===== src/hdl/bsd_fifo.sv =====
module bsd_fifo #(
   parameter int WIDTH = 8,
   parameter int DEPTH = 4
) (
   input  logic                       clock,
   input  logic                       reset,
   input  logic                       push,
   input  logic [WIDTH-1:0]           push_data,
   input  logic                       pop,
   output logic                       empty,
   output logic [WIDTH-1:0]           pop_data,
   output logic [$clog2(DEPTH+1)-1:0] count
);

   localparam int PW = $clog2(DEPTH);
   localparam int CW = $clog2(DEPTH + 1);

   logic [WIDTH-1:0] slot_ff [DEPTH];
   logic [PW-1:0]    wr_ptr_ff, wr_ptr_in;
   logic [PW-1:0]    rd_ptr_ff, rd_ptr_in;
   logic [CW-1:0]    count_ff, count_in;

   always_comb begin
      wr_ptr_in = wr_ptr_ff;
      rd_ptr_in = rd_ptr_ff;
      count_in  = count_ff;
      if (push) begin
         wr_ptr_in = (wr_ptr_ff == PW'(DEPTH - 1)) ? '0 : wr_ptr_ff + PW'(1);
      end
      if (pop) begin
         rd_ptr_in = (rd_ptr_ff == PW'(DEPTH - 1)) ? '0 : rd_ptr_ff + PW'(1);
      end
      if (push && !pop) begin
         count_in = count_ff + CW'(1);
      end else if (pop && !push) begin
         count_in = count_ff - CW'(1);
      end
   end

   always_ff @(posedge clock) begin
      if (reset) begin
         wr_ptr_ff <= '0;
         rd_ptr_ff <= '0;
         count_ff  <= '0;
      end else begin
         wr_ptr_ff <= wr_ptr_in;
         rd_ptr_ff <= rd_ptr_in;
         count_ff  <= count_in;
      end
   end

   always_ff @(posedge clock) begin
      if (push) begin
         slot_ff[wr_ptr_ff] <= push_data;
      end
   end

   assign empty    = (count_ff == '0);
   assign pop_data = slot_ff[rd_ptr_ff];
   assign count    = count_ff;

endmodule


===== config.mk =====
export PLATFORM = sky130hd
export DESIGN_NAME = bsd_fifo
export DESIGN_NICKNAME = d
export VERILOG_FILES = /design/src/hdl/bsd_fifo.sv
export SDC_FILE = /design/constraint.sdc
export NUM_CORES = 1
export LEC_CHECK = 0
export ABC_AREA = 1
export BUFFER_PORTS_ARGS = -buffer_cell sky130_fd_sc_hd__buf_4
export CAP_MARGIN = 25
export CORE_UTILIZATION = 50
export CTS_BUF_LIST = sky130_fd_sc_hd__clkbuf_4 sky130_fd_sc_hd__clkbuf_8
export CTS_CLUSTER_DIAMETER = 60
export CTS_CLUSTER_SIZE = 30
export DETAILED_ROUTE_END_ITERATION = 6
export GPL_TIMING_DRIVEN = 0
export PLACE_DENSITY = 0.81
export SLEW_MARGIN = 20
export SYNTH_ARGS = -nofsm -noshare
export SYNTH_HDL_FRONTEND = slang
export SYNTH_SLANG_ARGS = --single-unit

===== constraint.sdc =====
create_clock -name clock -period 1.1 [get_ports clock]
set_input_delay 0 -clock clock [delete_from_list [all_inputs] [get_ports clock]]
set_output_delay 0 -clock clock [all_outputs]
set_load 0.005 [all_outputs]

Word level (Yosys, flattened, before mapping). Memory sizes are Yosys's and may differ from the RTL's. A register that Yosys moved wholly into a read port is not among the register bits. Index checks and enable logic that the tools add are counted. Widths: inputs -> output; s select.

$add $sub $neg: 4. Eq/ne operators: 2. Mux-type cells: 8. Reductions and logical operators: 6.

Operators by type and width (count): $mux 2 (4); $mux 3 (2); $add 2x1->2 const B (2); $eq 2x2->1 const B (2); $add 3x1->3 const B (1); $logic_not 3->1 (1); $sub 3x1->3 const B (1); $logic_and 1x1->1 (2); $logic_not 1->1 (2); $mux 1 (2); $reduce_bool 2->1 (1).

Register bits: 7. Bits in writable memories: 32. Bits of input ports: 12. Output and inout port bits: 12. Logic and storage cells: 24. Memories: 1.

Memory list: slot_ff (depth 4, width 8, read ports 1, clocked after memory_dff 1, write ports 1, RTL line 18) `logic [WIDTH-1:0] slot_ff [DEPTH];`.

Logic depth before layout (Yosys ltp).
Word-level depth: 4. Gate-level depth with buffers: 10.

Worst setup path after synthesis. Ideal clock, no wire load.

Path type: register -> register. Start: register count_ff[0] (netlist: count[0]). End: register count_ff[2] (netlist: count[2]). Library setup time: 110 ps. Arrival time: 1052 ps. Setup slack: -61 ps. Cell stages (with the launch flop): 8. Buffers on the path: 0. Clock period less this slack: 1161 ps. Cell sequence: dfxtp_1 fa_1 inv_1 nand2_1 nand3_1 nand2_1 inv_1 nor2_1.

Word-level cells in the longest chain between the ends: 3. Elaborated cells between the ends (all ways): 4.

RTL lines: start, declared (RTL line 21) `logic [CW-1:0] count_ff, count_in;`; start signal, assigned (RTL line 48) `count_ff <= count_in;`; $sub 3x1->3 (RTL line 36) `count_in = count_ff - CW'(1);`; $mux 3 (RTL line 35) `end else if (pop && !push) begin`; $mux 3 * (RTL line 33) `if (push && !pop) begin`.

Every way passes the cells marked *; elsewhere a longest branch is shown, timed or not. The select of a mux whose other input is x is not followed. A chain may end at the register's enable or synchronous reset.

==> load_flow_metrics.sql <==
INSERT INTO impl_metrics (metric_group, metric, value, unit) VALUES
('route', 'drt_first_pass_iters', '4', ''),
('power_and_ir_drop', 'static-leakage-power', '0.000923', 'uW'),
('clock_network', 'clock_tree.htree_level_count', '2', ''),
('finish', 'num-nets-final', '205', ''),
('route', 'drc', '0', ''),
('global_routing', 'grt-ovfl-total', '0', ''),
('timing', 'timing_worst_slew_pin_value', '0.231', 'ns'),
('power_and_ir_drop', 'pwr-share-seq', '0.520', ''),
('global_routing', 'grt_max_degree', '13', ''),
('route', 'wirelength', '3580', 'um'),
('route', 'via_per_inst', '5.09', ''),
('finish', 'final_cell_mix', 'sky130_fd_sc_hd__buf_4 (32), sky130_fd_sc_hd__edfxtp_1 (32), sky130_fd_sc_hd__nor2_1 (19)', ''),
('floorplanning', 'die-width', '59.4', 'um'),
('timing', 'final.min_clock_period', '1.32', 'ns'),
('clock_network', 'clock_latency_on_the_worst_skew_pair', '0.35', 'ns'),
('route', 'via_count', '1175', ''),
('placement', 'sum_of_net_half_perimeters_after_detailed_placement', '2060', 'um'),
('timing', 'max_clock_freq', '760', 'MHz'),
('finish', 'synthToLayoutAreaGrowth', '42.6', '%'),
('global_routing', 'grt.total_usage', '0.228', ''),
('global_routing', 'first_global_vias', '1181', ''),
('worst_setup_path', 'critical_path.endpoint_type', 'output port', ''),
('finish', 'fin_util', '0.763', ''),
('power_and_ir_drop', 'vdd_drop_max', '974', 'uV'),
('finish', 'antenna_cells_inserted', '0', ''),
('clock_network', 'tritoncts.num_buffers', '5', ''),
('route', 'routedWlPerCell', '15.5', 'um'),
('outcome', 'run_status', 'complete, but fails checks', ''),
('global_routing', 'antenna_violations_before_repair', '0', ''),
('route', 'detailedRoute.firstIterationViolations', '44', ''),
('power_and_ir_drop', 'power_density', '1490', 'nW/um2'),
('timing', 'drv_slew', '0', ''),
('clock_network', 'cts.clk_slew.worst_paths', '0.11', 'ns'),
('worst_hold_path', 'hold_class', 'input pin to flop', ''),
('global_routing', 'grt_first_pass_wirelength', '5440', 'um'),
('placement', 'dpl_cell_area', '1880', 'um2'),
('floorplanning', 'die-area', '3530', 'um2'),
('yosys', 'synth_register_bits', '41', ''),
('floorplanning', 'core_area', '3080', 'um2'),
('clock_network', 'clock_tree_from_tritoncts', 'yes', ''),
('timing', 'setup_slack', '-0.216', 'ns'),
('yosys', 'synth_cells', '134', ''),
('worst_setup_path', 'timing.critical_path.slowest_cell_delay', '0.39', 'ns'),
('placement', 'port_buffers', '23', ''),
('worst_setup_path', 'critPathSlowestCell', 'sky130_fd_sc_hd__dfxtp_4', ''),
('yosys', 'yosysWarnings', '0', ''),
('timing', 'grt_setup_unrepaired', 'true', ''),
('yosys', 'synth.avg_cell_area', '12.3', 'um2'),
('timing', 'fin_worst_skew', '0.00411', 'ns'),
('power_and_ir_drop', 'cell_internal_pwr', '2660', 'uW'),
('power_and_ir_drop', 'comb_power_share', '0.183', ''),
('floorplanning', 'initial_utilization', '0.535', ''),
('clock_network', 'cts_max_path_buffers', '2', ''),
('worst_setup_path', 'crit_path_cell_trace', 'clkinvlp_4, o21ai_2, o22ai_2, buf_4', ''),
('clock_network', 'cts-root-buf', 'sky130_fd_sc_hd__clkbuf_4', ''),
('power_and_ir_drop', 'fraction_of_power_spent_switching_nets', '0.241', ''),
('outcome', 'violations', 'setup timing', ''),
('timing', 'final-hold-violation-count', '0', ''),
('worst_setup_path', 'critPathLaunchType', 'flop', ''),
('floorplanning', 'pin_count', '24', ''),
('placement', 'routabilityCongestion', '0.734', ''),
('worst_setup_path', 'worst_ep_required_time', '1.10', 'ns'),
('finish', 'layout-drive-gt1-share', '0.471', ''),
('yosys', 'synth.net_count', '153', ''),
('yosys', 'synthesis.area', '1650', 'um2'),
('timing', 'setup_violations', '18', ''),
('job', 'timing.max_cap.violations', '0', ''),
('floorplanning', 'die_h', '59.4', 'um'),
('route', 'number_of_nets_still_failing_antenna_checks_after_routing', '0', ''),
('worst_setup_path', 'cp_max_fo', '8', ''),
('finish', 'postLayoutCellArea', '2350', 'um2'),
('yosys', 'synth.distinct_cells', '19', ''),
('worst_setup_path', 'worst_ep_arrival_time', '1.32', 'ns'),
('clock_network', 'cts_sinks', '41', ''),
('power_and_ir_drop', 'power.net_switching', '843', 'uW'),
('yosys', 'synth_seq_area_share', '0.693', ''),
('floorplanning', 'fp-row-count', '20', ''),
('timing', 'whs', '0.0206', 'ns'),
('timing', 'slew_headroom', '0.846', ''),
('worst_setup_path', 'worst-setup-path-type', 'flop to output port', ''),
('timing', 'period_share', '1.20', ''),
('power_and_ir_drop', 'power_frac_clock', '0.297', ''),
('placement', 'placedCellCount', '201', ''),
('finish', 'layoutNonFillerInstCount', '231', '');
-- repair_timing --
item / in CTS / in global routing
setup endpoints to repair: 43 / 45
buffers inserted: 10 / 0
hold endpoints to repair: 40 / 0
pin swaps: 16 / 12
gates resized for setup: 44 / 27
hold buffers: 11 / 0
gates cloned: 1 / 0
-- path summary, 6_finish.rpt --
path,startpoint,endpoint,slack [ns],cells past startpoint
hold reg to reg,wr_ptr_ff[1]$_SDFFE_PP0P_,wr_ptr_ff[1]$_SDFFE_PP0P_,0.52,2
hold / removal,pop,flop,0.02,4
setup reg to reg,count[0]$_SDFFE_PP0P_,count[2]$_SDFFE_PP0P_,-0.07,7
setup / recovery,flop,pop_data[0],-0.22,4
-- Yosys cell counts (all sizes together) --
| library cell | number | area share |
|---|---|---|
| o21ai | 19 | 0.062 |
| xor2 | 1 | 0.0053 |
| nand2 | 8 | 0.018 |
| fa | 1 | 0.012 |
| o22ai | 8 | 0.030 |
| ha | 6 | 0.046 |
| a21oi | 3 | 0.0091 |
| dfxtp | 9 | 0.11 |
| inv | 16 | 0.036 |
| nand4 | 1 | 0.0038 |
| nand3 | 1 | 0.0030 |
| nor2 | 24 | 0.058 |
| buf | 2 | 0.014 |
| edfxtp | 32 | 0.58 |
| nor3 | 3 | 0.0091 |
-- per-layer routing --
metal	track usage	wire length (um)	up-vias	share of wire
met5	0	0	-	0
met4	0.0782	56	0	0.016
met3	0.0786	155	5	0.043
met2	0.401	1980	29	0.55
met1	0.255	1380	566	0.39
li1	-	-	575	-
-- through the flow --
step | setup TNS (ns) | total power [uW] | setup WS [ns]
3_5_place_dp | -5.27 | 2290 | -0.199
2_1_floorplan | 0 | 2060 | 0.00867
6_report | -1.87 | 3500 | -0.216
4_1_cts | -1.70 | 3450 | -0.204
5_1_grt | -2.74 | 3640 | -0.274
3_3_place_gp | -3.69 | 2260 | -0.138
-- flip-flops by register name (all words and copies together) (netlist names), named ones only --
signal and cells:
rd_ptr_ff 2, count 3, wr_ptr_ff 2, slot_ff 32
-- kinds of logic after synthesis --
family | share of synthesized area
AO/OA/AOI/OAI | 0.102
XOR/XNOR | 0.00532
adder cells (fa/ha/maj) | 0.0578
buffers and inverters | 0.0501
flip-flops | 0.693
AND/OR/NAND/NOR | 0.0919
-- critical path, delay by kind of cell (launching register included) --
family,cells,cell delay (ns)
AO/OA/AOI/OAI,2,0.21
flip-flops,1,0.39
buffers and inverters,2,0.35
-- cell type report --
cell class / count / area [um2]
Inverter: 16 / 90.1
Fill cell: 194 / 731
Tap cell: 44 / 55.1
Sequential cell: 41 / 1160
Clock inverter: 1 / 30.0
Clock buffer: 7 / 58.8
Multi-Input combinational cell: 75 / 531
Buffer: 2 / 30.0
Timing Repair Buffer: 45 / 389
-- power groups by stage --
| stage | Combinational [uW] | Sequential [uW] | Clock [uW] |
|---|---|---|---|
| final | 640 | 1820 | 1040 |
| after detailed placement | 432 | 1850 | 0 |
| after global routing | 693 | 1830 | 1120 |
| after floorplan | 225 | 1840 | 0 |
| after global placement | 410 | 1850 | 0 |
| after CTS | 592 | 1820 | 1040 |
No activity file was read; power rests on OpenSTA's default activity.
