--- src/hdl/bsd_pkg.sv ---
package bsd_pkg;

   // Configuration register indexes
   localparam logic [1:0] CSR_IMAGE_WIDTH  = 2'd0;
   localparam logic [1:0] CSR_IMAGE_HEIGHT = 2'd1;
   localparam logic [1:0] CSR_BLOCK_SIZE   = 2'd2;

   localparam int CSR_INDEX_W = 2;
   localparam int CSR_DATA_W  = 13;

   localparam logic [10:0] IMAGE_WIDTH_RESET  = 11'd256;
   localparam logic [12:0] IMAGE_HEIGHT_RESET = 13'd256;
   localparam logic [5:0]  BLOCK_SIZE_RESET   = 6'd16;

   localparam logic [15:0] STD_DEV_MAX = 16'hFFFF;

   typedef enum logic [2:0] {
      ST_IDLE,
      ST_MUL,
      ST_SUB,
      ST_DIV,
      ST_SQRT,
      ST_DONE
   } state_type;

endpackage

--- src/hdl/bsd_back.sv ---
module bsd_back #(
   parameter int MAX_WIDTH  = 1024,
   parameter int MAX_HEIGHT = 4096,
   parameter int MAX_BLOCK  = 32,
   localparam int WCW   = $clog2(MAX_WIDTH + 1),
   localparam int HCW   = $clog2(MAX_HEIGHT + 1),
   localparam int BW    = $clog2(MAX_BLOCK + 1),
   localparam int NW    = 2 * BW,
   localparam int SUM_W = 8 + 2 * $clog2(MAX_BLOCK),
   localparam int SQS_W = 16 + 2 * $clog2(MAX_BLOCK)
) (
   input  logic             clock,
   input  logic             reset,
   input  logic             q_empty,
   input  logic [SUM_W-1:0] q_sum,
   input  logic [SQS_W-1:0] q_sq,
   input  logic [HCW-1:0]   q_row,
   input  logic [WCW-1:0]   q_col,
   input  logic             q_last,
   input  logic [NW-1:0]    n_blk,
   output logic             q_pop,
   output logic             rsp_empty,
   input  logic             rsp_pop,
   output logic [11:0]      rsp_block_row,
   output logic [9:0]       rsp_block_col,
   output logic [15:0]      rsp_std_dev,
   output logic             rsp_last_block
);

   localparam int NQ_W = NW + SQS_W;
   localparam int SS_W = 2 * SUM_W;
   localparam int DV_W = NQ_W + 16;
   localparam int DS_W = 2 * NW;
   localparam int RT_W = DV_W / 2;
   localparam int STW  = $clog2(DV_W);

   bsd_pkg::state_type st_ff, st_in;

   logic [SUM_W-1:0] s_ff;
   logic [SQS_W-1:0] q_ff;
   logic [HCW-1:0]   row_ff;
   logic [WCW-1:0]   col_ff;
   logic             last_ff;
   logic [NW-1:0]    n_ff;
   logic [NQ_W-1:0]  nq_ff;
   logic [SS_W-1:0]  ss_ff;
   logic [DS_W-1:0]  den_ff;
   logic [DV_W-1:0]  quo_ff;
   logic [DS_W-1:0]  rem_ff;
   logic [STW-1:0]   step_ff;
   logic [RT_W-1:0]  sr_ff;
   logic [RT_W+1:0]  srem_ff;

   logic [DV_W-1:0]  diff;
   logic [DS_W:0]    rem_sh;
   logic             div_ge;
   logic [RT_W+3:0]  srem_sh, trial;
   logic             sq_ge;
   logic             div_end, sqrt_end, out_load;
   logic [15:0]      sd_sat;

   logic             rsp_valid_ff;
   logic [11:0]      out_row_ff;
   logic [9:0]       out_col_ff;
   logic [15:0]      out_sd_ff;
   logic             out_last_ff;

   assign div_end  = (step_ff == STW'(DV_W - 1));
   assign sqrt_end = (step_ff == STW'(RT_W - 1));

   always_comb begin
      st_in = st_ff;
      unique case (st_ff)
         bsd_pkg::ST_IDLE: if (!q_empty) st_in = bsd_pkg::ST_MUL;
         bsd_pkg::ST_MUL:  st_in = bsd_pkg::ST_SUB;
         bsd_pkg::ST_SUB:  st_in = (n_ff > NW'(1)) ? bsd_pkg::ST_DIV : bsd_pkg::ST_DONE;
         bsd_pkg::ST_DIV:  if (div_end) st_in = bsd_pkg::ST_SQRT;
         bsd_pkg::ST_SQRT: if (sqrt_end) st_in = bsd_pkg::ST_DONE;
         bsd_pkg::ST_DONE: if (!rsp_valid_ff || rsp_pop) st_in = bsd_pkg::ST_IDLE;
         default:          st_in = bsd_pkg::ST_IDLE;
      endcase
   end

   always_comb begin
      q_pop    = 1'b0;
      out_load = 1'b0;
      unique case (st_ff)
         bsd_pkg::ST_IDLE: q_pop = !q_empty;
         bsd_pkg::ST_DONE: out_load = !rsp_valid_ff || rsp_pop;
         default: begin
            q_pop    = 1'b0;
            out_load = 1'b0;
         end
      endcase
   end

   always_ff @(posedge clock) begin
      if (reset) begin
         st_ff <= bsd_pkg::ST_IDLE;
      end else begin
         st_ff <= st_in;
      end
   end

   assign diff = (DV_W'(nq_ff) > DV_W'(ss_ff)) ? DV_W'(nq_ff) - DV_W'(ss_ff) : '0;

   assign rem_sh = {rem_ff, quo_ff[DV_W-1]};
   assign div_ge = (rem_sh >= {1'b0, den_ff});

   assign srem_sh = {srem_ff, quo_ff[DV_W-1:DV_W-2]};
   assign trial   = (RT_W+4)'({sr_ff, 2'b01});
   assign sq_ge   = (srem_sh >= trial);

   assign sd_sat = (sr_ff > RT_W'(bsd_pkg::STD_DEV_MAX)) ? bsd_pkg::STD_DEV_MAX : sr_ff[15:0];

   always_ff @(posedge clock) begin
      unique case (st_ff)
         bsd_pkg::ST_IDLE: begin
            s_ff    <= q_sum;
            q_ff    <= q_sq;
            row_ff  <= q_row;
            col_ff  <= q_col;
            last_ff <= q_last;
            n_ff    <= n_blk;
         end
         bsd_pkg::ST_MUL: begin
            nq_ff  <= NQ_W'(n_ff) * NQ_W'(q_ff);
            ss_ff  <= SS_W'(s_ff) * SS_W'(s_ff);
            den_ff <= DS_W'(n_ff) * DS_W'(n_ff - NW'(1));
         end
         bsd_pkg::ST_SUB: begin
            quo_ff  <= diff << 16;
            rem_ff  <= '0;
            step_ff <= '0;
            sr_ff   <= '0;
            srem_ff <= '0;
         end
         bsd_pkg::ST_DIV: begin
            // One quotient bit per cycle, restoring
            rem_ff  <= div_ge ? DS_W'(rem_sh - {1'b0, den_ff}) : DS_W'(rem_sh);
            quo_ff  <= {quo_ff[DV_W-2:0], div_ge};
            step_ff <= div_end ? '0 : step_ff + STW'(1);
         end
         bsd_pkg::ST_SQRT: begin
            // One root bit per cycle, two radicand bits shifted in
            srem_ff <= sq_ge ? (RT_W+2)'(srem_sh - trial) : (RT_W+2)'(srem_sh);
            sr_ff   <= {sr_ff[RT_W-2:0], sq_ge};
            quo_ff  <= quo_ff << 2;
            step_ff <= step_ff + STW'(1);
         end
         bsd_pkg::ST_DONE: begin
            step_ff <= '0;
         end
         default: begin
            step_ff <= '0;
         end
      endcase
   end

   always_ff @(posedge clock) begin
      if (reset) begin
         rsp_valid_ff <= 1'b0;
      end else if (out_load) begin
         rsp_valid_ff <= 1'b1;
      end else if (rsp_pop) begin
         rsp_valid_ff <= 1'b0;
      end
   end

   always_ff @(posedge clock) begin
      if (out_load) begin
         out_row_ff  <= 12'(row_ff);
         out_col_ff  <= 10'(col_ff);
         out_sd_ff   <= sd_sat;
         out_last_ff <= last_ff;
      end
   end

   assign rsp_empty      = !rsp_valid_ff;
   assign rsp_block_row  = out_row_ff;
   assign rsp_block_col  = out_col_ff;
   assign rsp_std_dev    = out_sd_ff;
   assign rsp_last_block = out_last_ff;

endmodule

--- config.mk ---
export PLATFORM = sky130hd
export DESIGN_NAME = bsd_back
export DESIGN_NICKNAME = d
export VERILOG_FILES = /design/src/hdl/bsd_pkg.sv /design/src/hdl/bsd_back.sv
export SDC_FILE = /design/constraint.sdc
export NUM_CORES = 2
export LEC_CHECK = 0
export BUFFER_PORTS_ARGS = -buffer_cell sky130_fd_sc_hd__buf_2
export CORE_MARGIN = 3
export CORE_UTILIZATION = 55
export DETAILED_ROUTE_END_ITERATION = 10
export GPL_TIMING_DRIVEN = 0
export MAX_ROUTING_LAYER = met4
export PLACE_DENSITY = 0.83
export SYNTH_ARGS = -nofsm -noshare
export SYNTH_HDL_FRONTEND = slang
export SYNTH_SLANG_ARGS = --single-unit
--- constraint.sdc ---
create_clock -name clock -period 21.1 [get_ports clock]
set_input_delay 3.165 -clock clock [delete_from_list [all_inputs] [get_ports clock]]
set_output_delay 3.165 -clock clock [all_outputs]
set_load 0.1 [all_outputs]
Word-level counts from Yosys, hierarchy flattened:

Index checks and enable logic that the tools add are counted.

* $add $sub $neg: 5
* multipliers: 3
* order comparisons: 5
* equal/unequal tests: 11
* mux-type cells: 19
* reduce and logical (&&, ||, !) cells: 10

Operators by type and width (count)
* case mux 54 bit (3 select lines): 1
* case mux 29 bit (2 select lines): 1
* case mux 27 bit (2 select lines): 1
* case mux 24 bit (2 select lines): 1
* > comparator 38 x 36 -> 1 bit: 1
* multiplier 12 x 26 -> 38 bit: 1
* 2-to-1 mux 38 bit: 1
* subtractor 38 x 36 -> 38 bit: 1
* multiplier 18 x 18 -> 36 bit: 1
* >= comparator 31 x 29 -> 1 bit: 1
* 2-to-1 mux 29 bit: 1
* subtractor 29 bit: 1
* > comparator 27 x 16 -> 1 bit, second input constant: 1
* >= comparator 25 x 24 -> 1 bit: 1
* multiplier 13 x 13 -> 24 bit: 1
* 2-to-1 mux 24 bit: 1
* subtractor 24 bit: 1
* case mux 3 bit (6 select lines): 1
* case mux 6 bit (3 select lines): 1
* 2-to-1 mux 3 bit: 5
* subtractor 12 x 1 -> 13 bit, second input constant: 1
* > comparator 12 x 1 -> 1 bit, second input constant: 1
* != test 2 bit, second input constant: 4
* adder 6 x 1 -> 6 bit, second input constant: 1
* 14 further kinds: 22

* register bits after elaboration: 360
* bits of input ports: 85
* logic and storage cells: 73

Depth between registers and ports, before layout:

* word-level depth: 4
* gate-level depth with buffers: 31
* gate-level depth less buffers: 27

Worst setup path after synthesis:

OpenSTA, ideal clock, no wires.

* path type: input to output
* start point: input q_empty
* end point: output q_pop
* data arrival time: 5.228 ns
* setup slack: 12.707 ns
* stages on the path: 1
* buffers on the path: 0
* path through: nor3_1

* word-level cells in the longest chain between the ends: 2

RTL lines
* start, declared: RTL line bsd_back.sv:14 `input logic q_empty,`
* logical NOT 1 bit: RTL line bsd_back.sv:88 `bsd_pkg::ST_IDLE: q_pop = !q_empty;`
* 2-to-1 mux 1 bit: RTL line bsd_back.sv:87 `unique case (st_ff)`
* end, declared: RTL line bsd_back.sv:21 `output logic q_pop,`

No other way between the ends.

Worst setup path after layout:

* start point: register n_ff[1]
* end point: register den_ff[23] (data pin)

* word-level cells in the longest chain between the ends: 2

RTL lines
* start, declared: RTL line bsd_back.sv:44 `logic [NW-1:0] n_ff;`
* start signal, assigned: RTL line bsd_back.sv:124 `n_ff <= n_blk;`
* subtractor 12 x 1 -> 13 bit: RTL line bsd_back.sv:129 `den_ff <= DS_W'(n_ff) * DS_W'(n_ff - NW'(1));`
* multiplier 13 x 13 -> 24 bit *: RTL line bsd_back.sv:129
* end signal, assigned: RTL line bsd_back.sv:129
* end, declared: RTL line bsd_back.sv:47 `logic [DS_W-1:0] den_ff;`

Mark *: on every way between the ends. The rest lies on a longest branch, timed or not.
A chain may end at the register's enable or synchronous reset.

==> impl_metrics.tcl <==
set metrics [dict create \
    dieArea_sq_um 79000 \
    status "finished, final reports clean" \
    start_util_pct 55.7 \
    slowest_delay_ns 0.52 \
    antenna_found_initial 1 \
    avgSynthCellArea_sq_um 9.99 \
    final_antenna_net_count 0 \
    syn2layout_area_growth_pct 8.37 \
    postCtsSetupRepairBufs 0 \
    gp_congestion 0.952 \
    relSlewSlack_pct 13.2 \
    synth.distinct_cells 80 \
    pre_cts_ws_ns 12.02 \
    final_cell_mix "786 x inv_1, 569 x fa_1, 425 x nand2_1" \
    syn-num-nets 5201 \
    die_h_um 281 \
    synth_edf_count 354 \
    crit_type "flip-flop to flip-flop" \
    path_max_fanout 10 \
    drcViolationCount 0 \
    clk_pin_slew_ns 0.06 \
    clock_skew_ns 0.0242 \
    numCtsBuffers 43 \
    critPathRequiredTime_ns 21.43 \
    yosys_warnings 0 \
    arrival_ns 9.50 \
    ctsHoldBuffers 0 \
    cts_resized 0 \
    drt_iter0_drc 2225 \
    vias 30200 \
    nets 5376 \
    core-area_sq_um 74700 \
    place_area_sq_um 43600 \
    wl_per_cell_um 18.0 \
    root_buffer "clkbuf_16" \
    hp-class "flip-flop to flip-flop" \
    slew_viol_final 0 \
    tightestPinTransition_ns 1.30 \
    die_x_um 281 \
    fin_crit_sh_pct 43.5 \
    worst_slack_ns 11.92 \
    io_pins 126 \
    netlist_area_sq_um 41600 \
    dominantRegCellSynth "edfxtp_1" \
    grt_start_max_net_pins 79 \
    clkSinkCount 358 \
    fin_tns_setup_ns 0 \
    wl_mm 96.1 \
    dp.final_hpwl_mm 75.6 \
    async_reset_ff_share_pct 0 \
    clock_latency_ns 0.60 \
    final_common_cell "inv_1" \
    first_global_vias 31400 \
    rows 100 \
    setup_viol_count_final 0 \
    viasPerCell 5.64 \
    fin_area_sq_um 45100 \
    drtPass1Iterations 6 \
    startpoint_type "flip-flop" \
    rsz0062_at_grt "false" \
    drv_cap 0 \
    hold_viol 0 \
    cp_slowest_cell "edfxtp_1" \
    period_needed_ns 9.18 \
    grtUsageTotal_pct 25.7 \
    crit_top_cell "fa_1" \
    grt_pass1_wl_mm 158 \
    ys_ff_latch 358 \
    ys_seq_area_share_pct 25.7 \
    cts_tree "yes" \
    antennaDiodeCount 0 \
    synthCells 4169 \
    end_kind "flip-flop" \
    cts_max_path_buffers 3 \
    cts_max_level 2 \
    max_freq_mhz 109 \
    port_buffers 123 \
    overflow 0 \
    drive_above_1_share_pct 6.12 \
]
==> worst max-delay path, delay by kind of cell, from the launching register on <==
kind                     cells  cell delay [ns]
XOR/XNOR                     1             0.13
buffers and inverters        8             1.82
flip-flops                   1             0.52
AND/OR/NAND/NOR              6             1.48
AO/OA/AOI/OAI                6             1.22
adder cells (fa/ha/maj)      9             3.75
==> cells by family after synthesis <==
group / after synthesis / share of synthesized area [%]
buf+inv: 947 / 8.64
compound gates: 592 / 9.47
mux: 25 / 0.607
xor+xnor: 168 / 3.53
fa+ha+maj: 947 / 38.7
flops: 358 / 25.7
simple gates: 1132 / 13.3
==> cell usage after synthesis, types with 5 or more instances <==
cell type	number	area [sq um]
and3_1	16	100
o31a_1	9	78.8
nand2_1	425	1600
buf_1	5	18.8
and4_1	6	52.6
o21ai_0	101	505
nand4_1	37	231
a21o_1	69	518
edfxtp_1	354	10600
a22o_1	15	131
o211ai_1	12	90.1
nand3_1	52	260
o21ai_2	20	175
o31ai_1	8	60.1
clkbuf_1	142	533
a21boi_0	9	67.6
o21a_1	21	158
nand2b_1	105	657
nor3_1	30	150
nor2b_1	64	400
or2_2	8	50.1
inv_1	787	2950
nor4_1	5	31.3
a221oi_1	6	52.6
a31o_2	5	43.8
xor2_1	53	464
ha_1	378	4730
a211oi_1	20	150
xnor2_1	115	1010
and2_1	181	1130
a21oi_1	168	841
or3_1	19	119
a31oi_1	20	125
mux2i_1	23	230
a22oi_1	38	285
fa_1	569	11400
nor2_1	172	646
o21bai_1	16	120
==> registers in the layout, summed over array words and instances (netlist names), 16 cells and up <==
signal / cells
den_ff: 23
nq_ff: 38
q_ff: 26
quo_ff: 54
rem_ff: 24
rsp_std_dev: 16
s_ff: 18
sr_ff: 27
srem_ff: 29
ss_ff: 35
==> worst paths after layout <==
path | startpoint | endpoint | slack [ns] | depth (start not counted)
hold reg to reg | col_ff[6] | rsp_block_col[6] | 0.42 | 0
setup / recovery | n_ff[1] | den_ff[23] | 11.92 | 30
setup reg to reg | n_ff[1] | den_ff[23] | 11.92 | 30
hold / removal | col_ff[6] | rsp_block_col[6] | 0.42 | 0
==> area by class of cell <==
type                    instances  area (sq um)
plain buffers                 159           642
clock buffers                  49          1100
clock inverters                31           414
fillers                      5971         29600
inverters                     788          2960
multi-input cells            2864         27300
flip-flops and latches        358         10700
well taps                     969          1210
repair buffers                130           733
==> routing by layer <==
layer	wire (um)	up-vias	GRT usage, %
met4	4010	0	9.75
met3	7140	299	4.50
met1	37700	14900	31.6
met5	0	-	-
li1	-	13900	-
met2	47300	1112	42.7
==> through the flow <==
stage | hold slack [ns] | std cells | util [%]
floorplan | 0.400 | 4169 | -
global placement | 0.400 | 5261 | 58.2
detailed placement | 0.405 | 5267 | 58.4
CTS | 0.420 | 5347 | 60.4
global route | 0.426 | 5348 | 60.4
finish | 0.418 | 5348 | 60.4
Power is left out: the tool's default activity adds up to more than one toggle a clock period on the data nets, which glitch-free logic cannot reach.
